`src/rtl/core/aarm_pkg.sv`:
```
// Shared constants and types of the ALOHA acknowledged MAC.
`timescale 1ns / 1ps
`default_nettype none
package aarm_pkg;

  localparam int PENDING_DEPTH_DEF = 16;
  localparam int HISTORY_DEPTH_DEF = 128;

  localparam int ADDR_W   = 8;
  localparam int SERIAL_W = 16;
  localparam int DELAY_W  = 16;
  localparam int BUDGET_W = 3;
  localparam int CNT_W    = 32;
  localparam int CFG_IDX_W  = 2;
  localparam int CFG_DATA_W = 16;

  localparam logic [ADDR_W-1:0] BCAST_ADDR = 8'hFF;

  // Operation codes of an input item.
  localparam logic [1:0] OP_SEND    = 2'd0;
  localparam logic [1:0] OP_RECV    = 2'd1;
  localparam logic [1:0] OP_TIMEOUT = 2'd2;
  localparam logic [1:0] OP_NONE    = 2'd3;

  // Frame kinds.
  localparam logic FT_DATA = 1'b0;
  localparam logic FT_ACK  = 1'b1;

  // Configuration register indexes.
  localparam logic [CFG_IDX_W-1:0] REG_OWN_ADDR  = 2'd0;
  localparam logic [CFG_IDX_W-1:0] REG_MIN_DELAY = 2'd1;
  localparam logic [CFG_IDX_W-1:0] REG_RANGE     = 2'd2;
  localparam logic [CFG_IDX_W-1:0] REG_MAX_RETRY = 2'd3;

  localparam logic [ADDR_W-1:0]   OWN_ADDR_RST  = 8'd1;
  localparam logic [DELAY_W-1:0]  MIN_DELAY_RST = 16'd1;
  localparam logic [DELAY_W-1:0]  RANGE_RST     = 16'd4;
  localparam logic [BUDGET_W-1:0] MAX_RETRY_RST = 3'd3;

  typedef enum logic [2:0] {
    ACT_TX_DATA = 3'd0,
    ACT_TX_ACK  = 3'd1,
    ACT_DELIVER = 3'd2,
    ACT_RETX    = 3'd3,
    ACT_ARM     = 3'd4,
    ACT_DONE    = 3'd5,
    ACT_DISCARD = 3'd6
  } act_t;

endpackage
`default_nettype wire

```
`src/rtl/core/aarm_if.sv`:
```
// Channel interfaces of the ALOHA acknowledged MAC.
`timescale 1ns / 1ps
`default_nettype none
interface aarm_in_if;
  logic        valid;
  logic        ready;
  logic [1:0]  operation;
  logic [7:0]  dest_addr;
  logic [7:0]  src_addr;
  logic        frame_type;
  logic [15:0] serial;
  logic [15:0] random_draw;
  modport source (output valid, operation, dest_addr, src_addr, frame_type, serial,
                  random_draw, input ready);
  modport sink (input valid, operation, dest_addr, src_addr, frame_type, serial,
                random_draw, output ready);
endinterface

interface aarm_out_if;
  logic        valid;
  logic        ready;
  logic [2:0]  action;
  logic        out_type;
  logic [7:0]  out_dest;
  logic [7:0]  out_source;
  logic [15:0] out_serial;
  logic [16:0] timer_delay;
  logic [31:0] discard_total;
  logic        last;
  modport source (output valid, action, out_type, out_dest, out_source, out_serial,
                  timer_delay, discard_total, last, input ready);
  modport sink (input valid, action, out_type, out_dest, out_source, out_serial,
                timer_delay, discard_total, last, output ready);
endinterface

interface aarm_cfg_if;
  logic        valid;
  logic        ready;
  logic [1:0]  index;
  logic [15:0] data;
  modport source (output valid, index, data, input ready);
  modport sink (input valid, index, data, output ready);
endinterface
`default_nettype wire

```
`src/rtl/core/aarm_ram.sv`:
```
// Generic simple dual-port RAM with registered read.
`timescale 1ns / 1ps
`default_nettype none
module aarm_ram #(
  parameter int WIDTH = 8,
  parameter int DEPTH = 16,
  localparam int AW = $clog2(DEPTH)
) (
  input  logic             clk,
  input  logic             we,
  input  logic [AW-1:0]    waddr,
  input  logic [WIDTH-1:0] wdata,
  input  logic [AW-1:0]    raddr,
  output logic [WIDTH-1:0] rdata
);

  logic [WIDTH-1:0] mem [DEPTH];

  always_ff @(posedge clk) begin
    if (we) begin
      mem[waddr] <= wdata;
    end
    rdata <= mem[raddr];
  end

endmodule
`default_nettype wire

```
`src/rtl/core/aarm_rem.sv`:
```
// Restoring remainder unit, one quotient bit per cycle.
`timescale 1ns / 1ps
`default_nettype none
module aarm_rem (
  input  logic                          clk,
  input  logic                          rst_n,
  input  logic                          start,
  input  logic [aarm_pkg::DELAY_W-1:0]  num,
  input  logic [aarm_pkg::DELAY_W-1:0]  den,
  output logic                          busy,
  output logic [aarm_pkg::DELAY_W-1:0]  rem
);
  import aarm_pkg::*;

  localparam int SW = $clog2(DELAY_W + 1);

  logic            busy_r;
  logic [SW-1:0]   cnt_r;
  logic [DELAY_W-1:0] num_r;
  logic [DELAY_W-1:0] den_r;
  logic [DELAY_W-1:0] rem_r;
  logic [DELAY_W:0]   trial;
  logic [DELAY_W:0]   diff;

  assign trial = {rem_r, num_r[DELAY_W-1]};
  assign diff  = trial - {1'b0, den_r};

  always_ff @(posedge clk) begin
    if (!rst_n) begin
      busy_r <= 1'b0;
      cnt_r  <= '0;
    end else if (start) begin
      busy_r <= 1'b1;
      cnt_r  <= '0;
      num_r  <= num;
      den_r  <= den;
      rem_r  <= '0;
    end else if (busy_r) begin
      num_r <= {num_r[DELAY_W-2:0], 1'b0};
      if (trial >= {1'b0, den_r}) begin
        rem_r <= diff[DELAY_W-1:0];
      end else begin
        rem_r <= trial[DELAY_W-1:0];
      end
      cnt_r <= cnt_r + 1'b1;
      if (cnt_r == SW'(DELAY_W - 1)) begin
        busy_r <= 1'b0;
      end
    end
  end

  // A zero span adds no random delay.
  assign rem  = (den_r == '0) ? '0 : rem_r;
  assign busy = busy_r;

endmodule
`default_nettype wire

```
`src/rtl/core/aloha_ack_retransmit_mac.sv`:
```
// Top level of the ALOHA MAC with acknowledgement and retransmission.
//
//  port     | direction | carries
//  ---------+-----------+-------------------------------------------------
//  in_ch    | sink      | send request, received header or timeout item
//  out_ch   | source    | one action item, last marks the end of an input
//  cfg_ch   | sink      | register index and write data, always ready
//
// With a free output, a unicast send passes in order through a pending table
// search that reads one RAM entry a cycle, the update state, the wait state for
// the remainder unit that starts at acceptance, and the emit state, which issues
// its results in order. Received data for this node searches the history RAM;
// an ACK and a timeout search the pending table, and an item with no search goes
// straight to the emit state or stays idle.
// Reset is synchronous; valid flags of the pending table and the history fill
// count clear at once, so no clearing pass is needed. A stalled output holds
// the block in its emit state; the input is taken only when the block is idle.
`timescale 1ns / 1ps
`default_nettype none
module aloha_ack_retransmit_mac #(
  parameter int PENDING_DEPTH = aarm_pkg::PENDING_DEPTH_DEF,
  parameter int HISTORY_DEPTH = aarm_pkg::HISTORY_DEPTH_DEF
) (
  input  logic         clk,
  input  logic         rst_n,
  aarm_in_if.sink      in_ch,
  aarm_out_if.source   out_ch,
  aarm_cfg_if.sink     cfg_ch
);
  import aarm_pkg::*;

  localparam int PIW    = $clog2(PENDING_DEPTH);
  localparam int HIW    = $clog2(HISTORY_DEPTH);
  localparam int MAXD   = (PENDING_DEPTH > HISTORY_DEPTH) ? PENDING_DEPTH : HISTORY_DEPTH;
  localparam int CW     = $clog2(MAXD + 1);
  localparam int PEND_W = SERIAL_W + ADDR_W + BUDGET_W;
  localparam int HIST_W = SERIAL_W + ADDR_W;
  localparam logic [CW-1:0]  PD_C     = CW'(PENDING_DEPTH);
  localparam logic [CW-1:0]  HD_C     = CW'(HISTORY_DEPTH);
  localparam logic [HIW-1:0] HEAD_MAX = HIW'(HISTORY_DEPTH - 1);

  typedef enum logic [4:0] {
    S_IDLE = 5'b00001,
    S_SCAN = 5'b00010,
    S_UPD  = 5'b00100,
    S_WAIT = 5'b01000,
    S_EMIT = 5'b10000
  } state_t;

  state_t state_r;

  // Configuration.
  logic [ADDR_W-1:0]   own_r;
  logic [DELAY_W-1:0]  min_r;
  logic [DELAY_W-1:0]  range_r;
  logic [BUDGET_W-1:0] maxr_r;

  // Current item.
  logic [1:0]          op_r;
  logic [ADDR_W-1:0]   dst_r;
  logic [ADDR_W-1:0]   src_r;
  logic                ftype_r;
  logic [SERIAL_W-1:0] ser_r;
  logic [ADDR_W-1:0]   tdest_r;

  // Persistent state held in flops.
  logic [SERIAL_W-1:0]      next_serial_r;
  logic [CNT_W-1:0]         disc_r;
  logic [HIW-1:0]           head_r;
  logic [CW-1:0]            hfill_r;
  logic [PENDING_DEPTH-1:0] pvalid_r;

  // Search state.
  logic                hist_r;
  logic [CW-1:0]       issue_r;
  logic                rvld_r;
  logic [CW-1:0]       ridx_r;
  logic                hit_r;
  logic [PIW-1:0]      hidx_r;
  logic [ADDR_W-1:0]   hdest_r;
  logic [BUDGET_W-1:0] hbud_r;
  logic                free_r;
  logic [PIW-1:0]      fidx_r;
  logic                dup_r;

  // Result list.
  act_t      acts_r [3];
  logic [1:0] nres_r;
  logic [1:0] eidx_r;

  // Output register.
  logic                ov_r;
  logic                ov_nxt;
  logic [2:0]          o_act_r;
  logic                o_type_r;
  logic [ADDR_W-1:0]   o_dest_r;
  logic [ADDR_W-1:0]   o_src_r;
  logic [SERIAL_W-1:0] o_ser_r;
  logic [DELAY_W:0]    o_delay_r;
  logic [CNT_W-1:0]    o_disc_r;
  logic                o_last_r;

  // Memories and remainder unit.
  logic              pend_we;
  logic [PIW-1:0]    pend_waddr;
  logic [PEND_W-1:0] pend_wdata;
  logic [PEND_W-1:0] pend_rdata;
  logic              hist_we;
  logic [HIST_W-1:0] hist_rdata;
  logic              div_busy;
  logic [DELAY_W-1:0] div_rem;

  logic                in_fire;
  logic                out_free;
  logic [CW-1:0]       scan_lim;
  logic [PIW-1:0]      pidx;
  logic [SERIAL_W-1:0] p_ser;
  logic [ADDR_W-1:0]   p_dst;
  logic [BUDGET_W-1:0] p_bud;
  logic [SERIAL_W-1:0] h_ser;
  logic [ADDR_W-1:0]   h_src;
  logic                h_valid;
  act_t                cur_act;
  logic [PIW-1:0]      slot;

  assign in_fire  = in_ch.valid && in_ch.ready;
  assign in_ch.ready = (state_r == S_IDLE);
  assign cfg_ch.ready = 1'b1;
  assign out_free = !ov_r || out_ch.ready;

  assign scan_lim = hist_r ? HD_C : PD_C;
  assign pidx     = ridx_r[PIW-1:0];
  assign p_ser    = pend_rdata[PEND_W-1 -: SERIAL_W];
  assign p_dst    = pend_rdata[BUDGET_W +: ADDR_W];
  assign p_bud    = pend_rdata[BUDGET_W-1:0];
  assign h_ser    = hist_rdata[HIST_W-1 -: SERIAL_W];
  assign h_src    = hist_rdata[ADDR_W-1:0];
  assign h_valid  = (ridx_r < hfill_r);
  assign cur_act  = acts_r[eidx_r];
  assign slot     = hit_r ? hidx_r : fidx_r;

  // The output register loads in the emit state and empties when taken.
  always_comb begin
    ov_nxt = ov_r && !out_ch.ready;
    if (state_r == S_EMIT && out_free) begin
      ov_nxt = 1'b1;
    end
  end

  // Table writes happen only in the update state after a search.
  always_comb begin
    pend_we    = 1'b0;
    pend_waddr = slot;
    pend_wdata = {ser_r, dst_r, maxr_r};
    hist_we    = 1'b0;
    if (state_r == S_UPD) begin
      if (op_r == OP_SEND) begin
        pend_we = hit_r || free_r;
      end else if (op_r == OP_TIMEOUT && hit_r && hbud_r > BUDGET_W'(1)) begin
        pend_we    = 1'b1;
        pend_waddr = hidx_r;
        pend_wdata = {ser_r, hdest_r, hbud_r - 1'b1};
      end
      hist_we = (op_r == OP_RECV) && (ftype_r == FT_DATA);
    end
  end

  aarm_ram #(.WIDTH(PEND_W), .DEPTH(PENDING_DEPTH)) u_pend_ram (
    .clk   (clk),
    .we    (pend_we),
    .waddr (pend_waddr),
    .wdata (pend_wdata),
    .raddr (issue_r[PIW-1:0]),
    .rdata (pend_rdata)
  );

  aarm_ram #(.WIDTH(HIST_W), .DEPTH(HISTORY_DEPTH)) u_hist_ram (
    .clk   (clk),
    .we    (hist_we),
    .waddr (head_r),
    .wdata ({ser_r, src_r}),
    .raddr (issue_r[HIW-1:0]),
    .rdata (hist_rdata)
  );

  aarm_rem u_rem (
    .clk   (clk),
    .rst_n (rst_n),
    .start (in_fire),
    .num   (in_ch.random_draw),
    .den   (range_r),
    .busy  (div_busy),
    .rem   (div_rem)
  );

  always_ff @(posedge clk) begin
    if (!rst_n) begin
      state_r       <= S_IDLE;
      own_r         <= OWN_ADDR_RST;
      min_r         <= MIN_DELAY_RST;
      range_r       <= RANGE_RST;
      maxr_r        <= MAX_RETRY_RST;
      next_serial_r <= '0;
      disc_r        <= '0;
      head_r        <= '0;
      hfill_r       <= '0;
      pvalid_r      <= '0;
      ov_r          <= 1'b0;
      rvld_r        <= 1'b0;
      issue_r       <= '0;
      nres_r        <= '0;
      eidx_r        <= '0;
    end else begin
      if (cfg_ch.valid) begin
        unique case (cfg_ch.index)
          REG_OWN_ADDR:  own_r   <= cfg_ch.data[ADDR_W-1:0];
          REG_MIN_DELAY: min_r   <= cfg_ch.data;
          REG_RANGE:     range_r <= cfg_ch.data;
          REG_MAX_RETRY: maxr_r  <= cfg_ch.data[BUDGET_W-1:0];
          default: ;
        endcase
      end

      ov_r <= ov_nxt;

      unique case (state_r)
        S_IDLE: begin
          if (in_fire) begin
            op_r    <= in_ch.operation;
            dst_r   <= in_ch.dest_addr;
            src_r   <= in_ch.src_addr;
            ftype_r <= in_ch.frame_type;
            tdest_r <= in_ch.dest_addr;
            ser_r   <= (in_ch.operation == OP_SEND) ? next_serial_r : in_ch.serial;
            hit_r   <= 1'b0;
            free_r  <= 1'b0;
            dup_r   <= 1'b0;
            issue_r <= '0;
            rvld_r  <= 1'b0;
            hist_r  <= (in_ch.operation == OP_RECV) && (in_ch.frame_type == FT_DATA) &&
                       (in_ch.dest_addr == own_r);
            eidx_r  <= '0;
            priority if (in_ch.operation == OP_SEND) begin
              next_serial_r <= next_serial_r + 1'b1;
              if (in_ch.dest_addr != BCAST_ADDR) begin
                state_r <= S_SCAN;
              end else begin
                acts_r[0] <= ACT_TX_DATA;
                acts_r[1] <= ACT_DONE;
                nres_r    <= 2'd2;
                state_r   <= S_EMIT;
              end
            end else if (in_ch.operation == OP_RECV) begin
              if (in_ch.frame_type == FT_ACK) begin
                state_r <= S_SCAN;
              end else if (in_ch.dest_addr == own_r) begin
                state_r <= S_SCAN;
              end else if (in_ch.dest_addr == BCAST_ADDR) begin
                acts_r[0] <= ACT_DELIVER;
                nres_r    <= 2'd1;
                state_r   <= S_EMIT;
              end
            end else if (in_ch.operation == OP_TIMEOUT) begin
              state_r <= S_SCAN;
            end else begin
              state_r <= S_IDLE;
            end
          end
        end

        S_SCAN: begin
          // Reads are issued one entry a cycle; data returns in the next cycle.
          rvld_r <= (issue_r != scan_lim);
          ridx_r <= issue_r;
          if (issue_r != scan_lim) begin
            issue_r <= issue_r + 1'b1;
          end
          if (rvld_r) begin
            if (hist_r) begin
              if (h_valid && h_ser == ser_r && h_src == src_r) begin
                dup_r <= 1'b1;
              end
            end else begin
              if (pvalid_r[pidx] && p_ser == ser_r && !hit_r) begin
                hit_r   <= 1'b1;
                hidx_r  <= pidx;
                hdest_r <= p_dst;
                hbud_r  <= p_bud;
              end
              if (!pvalid_r[pidx] && !free_r) begin
                free_r <= 1'b1;
                fidx_r <= pidx;
              end
            end
          end else if (issue_r == scan_lim) begin
            state_r <= S_UPD;
          end
        end

        S_UPD: begin
          priority if (op_r == OP_SEND) begin
            if (hit_r || free_r) begin
              pvalid_r[slot] <= 1'b1;
            end
            acts_r[0] <= ACT_TX_DATA;
            acts_r[1] <= ACT_ARM;
            acts_r[2] <= ACT_DONE;
            nres_r    <= 2'd3;
            state_r   <= S_WAIT;
          end else if (op_r == OP_RECV) begin
            if (ftype_r == FT_DATA) begin
              head_r <= (head_r == HEAD_MAX) ? '0 : head_r + 1'b1;
              if (hfill_r != HD_C) begin
                hfill_r <= hfill_r + 1'b1;
              end
              if (dup_r) begin
                acts_r[0] <= ACT_TX_ACK;
                nres_r    <= 2'd1;
              end else begin
                acts_r[0] <= ACT_DELIVER;
                acts_r[1] <= ACT_TX_ACK;
                nres_r    <= 2'd2;
              end
              state_r <= S_EMIT;
            end else begin
              if (hit_r && hdest_r == src_r && dst_r == own_r) begin
                pvalid_r[hidx_r] <= 1'b0;
              end
              state_r <= S_IDLE;
            end
          end else if (op_r == OP_TIMEOUT && hit_r) begin
            tdest_r   <= hdest_r;
            acts_r[0] <= ACT_RETX;
            nres_r    <= 2'd2;
            if (hbud_r <= BUDGET_W'(1)) begin
              pvalid_r[hidx_r] <= 1'b0;
              acts_r[1] <= ACT_DISCARD;
              state_r   <= S_EMIT;
            end else begin
              acts_r[1] <= ACT_ARM;
              state_r   <= S_WAIT;
            end
          end else begin
            state_r <= S_IDLE;
          end
        end

        S_WAIT: begin
          if (!div_busy) begin
            state_r <= S_EMIT;
          end
        end

        S_EMIT: begin
          if (out_free) begin
            o_act_r   <= cur_act;
            o_type_r  <= (cur_act == ACT_TX_ACK);
            o_dest_r  <= (cur_act == ACT_TX_ACK) ? src_r : tdest_r;
            o_src_r   <= (cur_act == ACT_DELIVER) ? src_r : own_r;
            o_ser_r   <= ser_r;
            o_delay_r <= (cur_act == ACT_ARM) ? ({1'b0, div_rem} + {1'b0, min_r}) : '0;
            o_last_r  <= (eidx_r == nres_r - 1'b1);
            if (cur_act == ACT_DISCARD) begin
              disc_r   <= disc_r + 1'b1;
              o_disc_r <= disc_r + 1'b1;
            end else begin
              o_disc_r <= disc_r;
            end
            eidx_r <= eidx_r + 1'b1;
            if (eidx_r == nres_r - 1'b1) begin
              state_r <= S_IDLE;
            end
          end
        end

        default: state_r <= S_IDLE;
      endcase
    end
  end

  assign out_ch.valid         = ov_r;
  assign out_ch.action        = o_act_r;
  assign out_ch.out_type      = o_type_r;
  assign out_ch.out_dest      = o_dest_r;
  assign out_ch.out_source    = o_src_r;
  assign out_ch.out_serial    = o_ser_r;
  assign out_ch.timer_delay   = o_delay_r;
  assign out_ch.discard_total = o_disc_r;
  assign out_ch.last          = o_last_r;

endmodule
`default_nettype wire

```
`src/flat_wrapper.sv`:
```
// flat-port wrapper written by rule: the top's interface ports become plain ports
module aloha_ack_retransmit_mac_flat import aarm_pkg::*;
#(
  parameter int PENDING_DEPTH = aarm_pkg::PENDING_DEPTH_DEF,
  parameter int HISTORY_DEPTH = aarm_pkg::HISTORY_DEPTH_DEF
)
  (clk, rst_n, in_ch_valid, in_ch_operation, in_ch_dest_addr, in_ch_src_addr, in_ch_frame_type, in_ch_serial, in_ch_random_draw, in_ch_ready, out_ch_valid, out_ch_action, out_ch_out_type, out_ch_out_dest, out_ch_out_source, out_ch_out_serial, out_ch_timer_delay, out_ch_discard_total, out_ch_last, out_ch_ready, cfg_ch_valid, cfg_ch_index, cfg_ch_data, cfg_ch_ready);
  aarm_in_if in_ch_i ();
  aarm_out_if out_ch_i ();
  aarm_cfg_if cfg_ch_i ();
  input  logic clk;
  input  logic rst_n;
  input wire logic [$bits(in_ch_i.valid)-1:0] in_ch_valid;
  input wire logic [$bits(in_ch_i.operation)-1:0] in_ch_operation;
  input wire logic [$bits(in_ch_i.dest_addr)-1:0] in_ch_dest_addr;
  input wire logic [$bits(in_ch_i.src_addr)-1:0] in_ch_src_addr;
  input wire logic [$bits(in_ch_i.frame_type)-1:0] in_ch_frame_type;
  input wire logic [$bits(in_ch_i.serial)-1:0] in_ch_serial;
  input wire logic [$bits(in_ch_i.random_draw)-1:0] in_ch_random_draw;
  output wire logic [$bits(in_ch_i.ready)-1:0] in_ch_ready;
  output wire logic [$bits(out_ch_i.valid)-1:0] out_ch_valid;
  output wire logic [$bits(out_ch_i.action)-1:0] out_ch_action;
  output wire logic [$bits(out_ch_i.out_type)-1:0] out_ch_out_type;
  output wire logic [$bits(out_ch_i.out_dest)-1:0] out_ch_out_dest;
  output wire logic [$bits(out_ch_i.out_source)-1:0] out_ch_out_source;
  output wire logic [$bits(out_ch_i.out_serial)-1:0] out_ch_out_serial;
  output wire logic [$bits(out_ch_i.timer_delay)-1:0] out_ch_timer_delay;
  output wire logic [$bits(out_ch_i.discard_total)-1:0] out_ch_discard_total;
  output wire logic [$bits(out_ch_i.last)-1:0] out_ch_last;
  input wire logic [$bits(out_ch_i.ready)-1:0] out_ch_ready;
  input wire logic [$bits(cfg_ch_i.valid)-1:0] cfg_ch_valid;
  input wire logic [$bits(cfg_ch_i.index)-1:0] cfg_ch_index;
  input wire logic [$bits(cfg_ch_i.data)-1:0] cfg_ch_data;
  output wire logic [$bits(cfg_ch_i.ready)-1:0] cfg_ch_ready;
  assign in_ch_i.valid = in_ch_valid;
  assign in_ch_i.operation = in_ch_operation;
  assign in_ch_i.dest_addr = in_ch_dest_addr;
  assign in_ch_i.src_addr = in_ch_src_addr;
  assign in_ch_i.frame_type = in_ch_frame_type;
  assign in_ch_i.serial = in_ch_serial;
  assign in_ch_i.random_draw = in_ch_random_draw;
  assign in_ch_ready = in_ch_i.ready;
  assign out_ch_valid = out_ch_i.valid;
  assign out_ch_action = out_ch_i.action;
  assign out_ch_out_type = out_ch_i.out_type;
  assign out_ch_out_dest = out_ch_i.out_dest;
  assign out_ch_out_source = out_ch_i.out_source;
  assign out_ch_out_serial = out_ch_i.out_serial;
  assign out_ch_timer_delay = out_ch_i.timer_delay;
  assign out_ch_discard_total = out_ch_i.discard_total;
  assign out_ch_last = out_ch_i.last;
  assign out_ch_i.ready = out_ch_ready;
  assign cfg_ch_i.valid = cfg_ch_valid;
  assign cfg_ch_i.index = cfg_ch_index;
  assign cfg_ch_i.data = cfg_ch_data;
  assign cfg_ch_ready = cfg_ch_i.ready;
  aloha_ack_retransmit_mac #(.PENDING_DEPTH(PENDING_DEPTH), .HISTORY_DEPTH(HISTORY_DEPTH)) u_core (.clk(clk), .rst_n(rst_n), .in_ch(in_ch_i), .out_ch(out_ch_i), .cfg_ch(cfg_ch_i));
endmodule
```
`config.mk`:
```
export PLATFORM = sky130hd
export DESIGN_NAME = aloha_ack_retransmit_mac_flat
export DESIGN_NICKNAME = d
export VERILOG_FILES = /design/src/rtl/core/aarm_pkg.sv /design/src/rtl/core/aarm_if.sv /design/src/rtl/core/aarm_ram.sv /design/src/rtl/core/aarm_rem.sv /design/src/rtl/core/aloha_ack_retransmit_mac.sv /design/src/flat_wrapper.sv
export SDC_FILE = /design/constraint.sdc
export NUM_CORES = 2
export LEC_CHECK = 0
export BUFFER_PORTS_ARGS = -buffer_cell sky130_fd_sc_hd__buf_2
export CAP_MARGIN = 15
export CORE_UTILIZATION = 50
export DETAILED_ROUTE_END_ITERATION = 12
export HOLD_SLACK_MARGIN = 0.08
export PLACE_DENSITY = 0.72
export SLEW_MARGIN = 20
export SYNTH_ARGS = -nofsm -noshare
export SYNTH_HDL_FRONTEND = slang
export SYNTH_SLANG_ARGS = --single-unit
```
`constraint.sdc`:
```
create_clock -name clk -period 6.35 [get_ports clk]
set_input_delay 0.9525 -clock clk [delete_from_list [all_inputs] [get_ports clk]]
set_output_delay 0.9525 -clock clk [all_outputs]
set_load 0.02 [all_outputs]
```
# After elaboration in Yosys (flattened, before gate mapping)
# Memories as Yosys holds them, arrays and structs flattened. A register that Yosys moved wholly into a read port is not among the register bits.
# Index checks and enable logic that the tools add are counted.
# W data, S select, Z words.
dict set report totals {
  ff_bits 355
  latch_bits 0
  mem_bits_rw 3513
  romBits 0
  inputBits 74
  out_inout_bits 89
  word_cells 364
  memories 3
}
dict set report op_classes {
  addsub 11
  n_mul 0
  div_mod_pow 0
  magnitude_cmp 9
  n_eq_ne 57
  n_shift 0
  muxes 164
  n_bitwise 17
  n_reduce_logical 60
}
# memory words width read_ports rd_ports_with_merged_regs write_ports line
set mem_list {}
lappend mem_list {u_core.u_hist_ram.mem 128 24 1 1 1 aarm_ram.sv:17} ;# logic [WIDTH-1:0] mem [DEPTH];
lappend mem_list {u_core.u_pend_ram.mem 16 27 1 1 1 aarm_ram.sv:17}
lappend mem_list {u_core.acts_r 3 3 1 1 3 aloha_ack_retransmit_mac.sv:87} ;# act_t acts_r [3];
# op n
set ops {}
lappend ops {{$mux W16} 13}
lappend ops {{$mux W5} 17}
lappend ops {{$mux W1} 78}
lappend ops {{$mux W8} 9}
lappend ops {{$eq A8 B8 Y1} 5}
lappend ops {{$mux W2} 17}
lappend ops {{$mux W11} 3}
lappend ops {{$add A32 B1 Y32 const B} 1}
lappend ops {{$eq A16 B16 Y1} 2}
lappend ops {{$mux W32} 1}
lappend ops {{$pmux W8 S2} 2}
lappend ops {{$reduce_and A6 Y1} 5}
lappend ops {{$mux W3} 9}
lappend ops {{$pmux W5 S5} 1}
lappend ops {{$ne A2 B2 Y1 const B} 9}
lappend ops {{$reduce_and A2 Y1} 9}
lappend ops {{$add A16 B16 Y17} 1}
lappend ops {{$ge A17 B16 Y1} 1}
lappend ops {{$logic_and A1 B1 Y1} 17}
lappend ops {{$add A16 B1 Y16 const B} 1}
lappend ops {{$add A8 B1 Y8 const B} 2}
lappend ops {{$and A16 B16 Y16} 1}
lappend ops {{$logic_not A16 Y1} 1}
lappend ops {{$mux W4} 4}
lappend ops {{52 further kinds} 109}

# Depth between registers and ports, before layout
dict set report depth {
  ltp_word 15
  mapped_depth 13
  mapped_depth_nobuf 12
}

# Hierarchy
# A second synthesis with hierarchy kept.
dict set report hier_totals {
  cells_unflattened 6917
  area_unflattened_um2 152047.1
}
# module instances cells_each area_per_inst_um2 seq_area_each_um2
set by_module_without_submodules {}
lappend by_module_without_submodules {{aarm_ram at u_core.u_hist_ram} 1 4537 117387.6 92728.9}
lappend by_module_without_submodules {{aarm_ram at u_core.u_pend_ram} 1 710 16892.5 13513.0}
lappend by_module_without_submodules {aloha_ack_retransmit_mac 1 1387 14581.5 7817.5}
lappend by_module_without_submodules {aarm_rem 1 283 3185.6 1561.5}

# Worst setup path before layout
# OpenSTA, ideal clock, no wires.
dict set report synth_path {
  kind {input -> register}
  from {input port out_ch_ready}
  to {register u_core.o_act_r[0], in the netlist u_core.out_ch.action[0], enable pin}
  setup_ns 0.454
  arrival_time_ns 3.771
  required_time_ns 5.896
  setup_slack_ns 2.125
  path_stages 4
  n_path_buf 1
  cell_sequence {nand2b_1 -> nor2b_1 -> clkbuf_1 -> and2_1}
}
dict set report synth_via {
  elab_chain_len 2
}
# item line
set synth_lines {}
lappend synth_lines {{from (decl)} flat_wrapper.sv:30} ;# input wire logic [$bits(out_ch_i.ready)-1:0] out_ch_ready;
lappend synth_lines {{$logic_or A1 B1 Y1} aloha_ack_retransmit_mac.sv:129} ;# assign out_free = !ov_r || out_ch.ready;
lappend synth_lines {{$reduce_and A3 Y1 (no line)} -}
lappend synth_lines {{to (signal assigned)} aloha_ack_retransmit_mac.sv:356} ;# o_act_r <= cur_act;
lappend synth_lines {{to (decl)} aloha_ack_retransmit_mac.sv:94} ;# logic [2:0] o_act_r;
# Every way passes these cells.
# A chain may end at the register's enable or synchronous reset.

# Final worst setup path
dict set report layout_path {
  from {register u_core.state_r[4]}
  to {memory u_core.u_pend_ram.mem[5][13] in the netlist's numbering, enable pin}
}
dict set report layout_via {
  elab_chain_len 4
  elab_cells_between_ends 5
  classes_between {eq/ne (1); mux (4)}
}
# item line
set layout_lines {}
lappend layout_lines {{from (decl)} aloha_ack_retransmit_mac.sv:50} ;# state_t state_r;
lappend layout_lines {{from (signal assigned)} aloha_ack_retransmit_mac.sv:198} ;# state_r <= S_IDLE;
lappend layout_lines {{from (signal assigned)} aloha_ack_retransmit_mac.sv:246} ;# state_r <= S_SCAN;
lappend layout_lines {{from (signal assigned)} aloha_ack_retransmit_mac.sv:251} ;# state_r <= S_EMIT;
lappend layout_lines {{$eq A5 B3 Y1 (*)} aloha_ack_retransmit_mac.sv:156} ;# if (state_r == S_UPD) begin
lappend layout_lines {{$mux W1} aloha_ack_retransmit_mac.sv:156}
lappend layout_lines {{$mux W1} aarm_ram.sv:20} ;# if (we) begin
lappend layout_lines {{$mux W1 (not written as such)} aarm_ram.sv:21} ;# mem[waddr] <= wdata;
lappend layout_lines {{to (decl)} aarm_ram.sv:17}
# Every way passes the cells marked *; elsewhere a longest branch is shown, timed or not.

==> reports/summary.md <==
## Run status
* finished, final reports clean — status

## Synthesis
* 77 — count of distinct cell types in the synthesized netlist
* sky130_fd_sc_hd__edfxtp_1 73%, sky130_fd_sc_hd__mux4_2 16%, sky130_fd_sc_hd__dfxtp_1 2.6% — leading post-synthesis cells by cell area
* 3717 — Post-synth EDFFs
* 3917 — flip-flop and latch count after synthesis
* 7024 — gate count after technology mapping
* 7150 — Synth Net Count
* sky130_fd_sc_hd__edfxtp_1 — dominant synthesized flop cell
* 0 — Synthesis Warnings
* 21.6 um2 — average cell area after synthesis
* 0% — FFs w/ async S/R, synth
* 76.1% — part of the Yosys area used for sequential elements
* 0.152 mm2 — summed instance area of the synthesized netlist
* 73.5% — share of Yosys cell area claimed by the top area cell type
* sky130_fd_sc_hd__edfxtp_1 — cell type with the largest total area after synthesis

## Place
* 0.931 — final weighted congestion of routability-driven global placement
* 11110 — post-placement cell count
* 161 — IO buf count
* 0.159 mm2 — Post-Place Cell Area
* 215000 um — HPWL Detailed

## Clock tree
* 0 — post-CTS setup repair buffer count
* sky130_fd_sc_hd__clkbuf_16 — library cell used as clock root buffer
* 0 — number of buffers added to fix hold violations after cts
* done — clock tree from TritonCTS
* 60 ps — clock-pin slew on the worst setup and hold paths
* 0 — quantity of gates resized following cts
* 5 — CTS HTree Levels
* 950 ps — clock latency at the later pin of the worst-skew pair
* 4 — clock buffer depth
* 378 — TritonCTS buffer count
* 3917 — CTS sink count

## Min path
* input pin to flop — path type of the worst min-delay path

## Worst setup path
* 6850 ps — Data required, critical path
* 27 — largest driver fanout on the critical path
* or3_4 -> or3b_1 -> a211oi_1 -> nand2_1 -> nor2_4 — cells along the critical path
* 4640 ps — data arrival time of the critical path
* flop to flop — start-to-end type of the worst setup path
* simple AND/OR/NAND/NOR gates — CP top delay family
* sky130_fd_sc_hd__nor2_4 — Critical Path Slowest Stage Cell
* flop — CP Launch Type
* 0 — buffering stage count on the worst path with inverters included
* flop — category of the worst setup path capture point
* 2210 ps — worst setup slack for register-to-register paths
* 990 ps — delay of the slowest cell on the worst path

## Finish
* 7640 — number of nets in the final layout
* 29.5% — share of cells above drive strength 1
* 11810 — Finished Layout Cells
* 21232 — number of fillers in the final layout
* 13.0% — Area Overhead vs Synth
* 0.172 mm2 — Finished Cell Area

## Timing
* 0 ps — setup tns final
* 13.8% — worst slew slack as a fraction of its limit
* 0 — Final Hold Fails
* 241 MHz — peak clock frequency supported by timing
* false — unrepaired setup endpoints after global routing
* 0 — count of final setup violators
* 4140 ps — shortest clock period the worst path allows after layout
* 65.2% — share of the clock period used by the worst path
* 0 — Max Slew Vio Count
* 222 ps — hold slack
* 91.6 ps — worst clock skew
* 1280 ps — Least-Margin Pin Slew

## Routing
* 6.37 — Avg Vias per Cell
* 0 — Final ANT Viol Nets
* 32.0 um — post-detailed-route wirelength per cell
* 0 — DR DRC count
* 75238 — detailed-route via count
* 378000 um — final wirelength
* 6 — Pre-Repair DR Iteration Count
* 9974 — initial detailed-routing violation count

## Flow run
* 0 — max cap viols

## Power and ir drop
* 318 mW/mm2 — power density over the cells
* 52.5 nW — Static Leakage
* 54.5 mW — Design Power
* 0.227 mV — peak supply drop

## Global route
* 75243 — via count of the first global-routing pass
* 24.5% — total routing resource utilization after global routing
* 0 — GRT Residual Overflow
* 539000 um — first-pass GRT wire length
* 148 — maximum number of pins on one net before global-route repair
* 16 — number of antenna violations at the first check in global routing

## Floorplanning
* 553 um — die width
* 0.303 mm2 — CORE AREA
* 553 um — Die Y
* 163 — number of top-level pins
* 202 — site row count
* 50.2% — Starting Density
* 0.306 mm2 — Die ar.

==> final cells by class <==
cell class                      instances  area (um2)  share of cell area (%)
Clock buffer                          464       10000                    5.83
Sequential cell                      3917      116000                    67.4
Multi-Input combinational cell       2709       34900                    20.4
Clock inverter                        228        2450                    1.43
Antenna cell                            6        15.0                 0.00875
Inverter                               53         199                   0.116
Timing Repair Buffer                  455        3400                    1.98
Tap cell                             3978        4980                    2.90
==> worst register-to-register path, stage by stage, from the launching register on <==
cell and delay (ps):
sky130_fd_sc_hd__dfxtp_1 340, sky130_fd_sc_hd__or3_4 430, sky130_fd_sc_hd__or3b_1 790, sky130_fd_sc_hd__a211oi_1 750, sky130_fd_sc_hd__nand2_1 450, sky130_fd_sc_hd__nor2_4 990
==> cell families after synthesis <==
family                     synth area share (%)
AOI/OAI and AO/OA                          1.74
xor gates and xnor gates                  0.974
adders and majority gates                 0.438
buffers and inverters                      1.19
DFF                                        76.1
muxes                                      16.6
other                                   0.00247
and+or+nand+nor                            2.96
==> layer usage <==
metal,GRT usage [%],routed length (um)
met3,5.09,39500
met5,0,69
met2,38.7,180000
met4,8.94,15300
met1,33.9,143000
==> per-stage QoR <==
stage / worst slack (ps) / util [%]
5_1_grt: 2070 / 56.7
4_1_cts: 2270 / 56.7
2_1_floorplan: 2130 / -
3_5_place_dp: 2240 / 52.6
3_3_place_gp: 2250 / 52.6
6_report: 2210 / 56.7
==> flip-flops by register name (all words and copies together), names as in the netlist, 16 cells and up, named ones only <==
name	cells
u_core.u_rem.rem_r	16
u_core.out_ch.out_serial	16
u_core.u_rem.num_r	16
u_core.pvalid_r	16
u_core.u_rem.den_r	16
u_core.min_r	16
u_core.u_hist_ram.mem	3072
u_core.out_ch.timer_delay	17
u_core.out_ch.discard_total	32
u_core.next_serial_r	16
u_core.disc_r	32
u_core.u_pend_ram.mem	432
u_core.u_hist_ram.rdata	24
u_core.u_pend_ram.rdata	27
u_core.ser_r	16
u_core.range_r	16
==> cell usage after synthesis, types with 18 or more instances <==
| library cell | number |
|---|---|
| sky130_fd_sc_hd__edfxtp_1 | 3717 |
| sky130_fd_sc_hd__mux4_2 | 1071 |
| sky130_fd_sc_hd__nand2_1 | 287 |
| sky130_fd_sc_hd__nor2_1 | 254 |
| sky130_fd_sc_hd__dfxtp_1 | 200 |
| sky130_fd_sc_hd__clkbuf_1 | 162 |
| sky130_fd_sc_hd__xnor2_1 | 102 |
| sky130_fd_sc_hd__buf_2 | 100 |
| sky130_fd_sc_hd__and2_1 | 77 |
| sky130_fd_sc_hd__mux2i_1 | 75 |
| sky130_fd_sc_hd__o21ai_0 | 73 |
| sky130_fd_sc_hd__xor2_1 | 67 |
| sky130_fd_sc_hd__nand4_1 | 63 |
| sky130_fd_sc_hd__nor2b_1 | 60 |
| sky130_fd_sc_hd__a21oi_1 | 55 |
| sky130_fd_sc_hd__inv_1 | 52 |
| sky130_fd_sc_hd__nand3_1 | 52 |
| sky130_fd_sc_hd__ha_1 | 50 |
| sky130_fd_sc_hd__a21boi_0 | 48 |
| sky130_fd_sc_hd__buf_1 | 42 |
| sky130_fd_sc_hd__a22oi_1 | 41 |
| sky130_fd_sc_hd__buf_4 | 33 |
| sky130_fd_sc_hd__a221oi_1 | 30 |
| sky130_fd_sc_hd__mux2_2 | 28 |
| sky130_fd_sc_hd__or3_1 | 26 |
| sky130_fd_sc_hd__nor3_1 | 25 |
| sky130_fd_sc_hd__nand2b_1 | 18 |
| sky130_fd_sc_hd__o22ai_1 | 18 |
==> final timing paths <==
path	from	endpoint	cells after the start
setup / recovery	u_core.state_r[4]	u_core.u_pend_ram.mem[5][13]	5
hold / removal	in_ch_src_addr[5]	u_core.src_r[5]	1
setup reg to reg	u_core.state_r[4]	u_core.u_pend_ram.mem[5][13]	5
hold reg to reg	u_core.u_pend_ram.rdata[5]	u_core.hdest_r[2]	0
==> power by group <==
part / total (mW) / switching (mW) / internal (mW)
sequential: 29.0 / 0.159 / 28.8
combinational: 2.99 / 1.94 / 1.05
clock: 22.6 / 9.70 / 12.9
total: 54.5 / 11.8 / 42.7
==> cells in the final DEF, fill, tap and decap left out, types with 41 or more instances in the layout <==
master and n:
sky130_fd_sc_hd__nor2_2 130, sky130_fd_sc_hd__nand3_1 52, sky130_fd_sc_hd__and2_1 75, sky130_fd_sc_hd__mux2i_1 75, sky130_fd_sc_hd__clkbuf_16 382, sky130_fd_sc_hd__clkinv_2 78, sky130_fd_sc_hd__nand4_1 63, sky130_fd_sc_hd__nor2b_1 59
sky130_fd_sc_hd__edfxtp_1 3717, sky130_fd_sc_hd__inv_1 52, sky130_fd_sc_hd__buf_4 263, sky130_fd_sc_hd__clkinv_1 62, sky130_fd_sc_hd__a22oi_1 41, sky130_fd_sc_hd__dfxtp_1 193, sky130_fd_sc_hd__nand2_1 287, sky130_fd_sc_hd__a21oi_1 55
sky130_fd_sc_hd__nor2_1 108, sky130_fd_sc_hd__xor2_1 67, sky130_fd_sc_hd__mux4_2 1071, sky130_fd_sc_hd__ha_1 50, sky130_fd_sc_hd__xnor2_1 102, sky130_fd_sc_hd__o21ai_0 72, sky130_fd_sc_hd__buf_2 160, sky130_fd_sc_hd__clkbuf_1 69
sky130_fd_sc_hd__a21boi_0 48
Note: power is estimated with default switching activity, not from simulation.
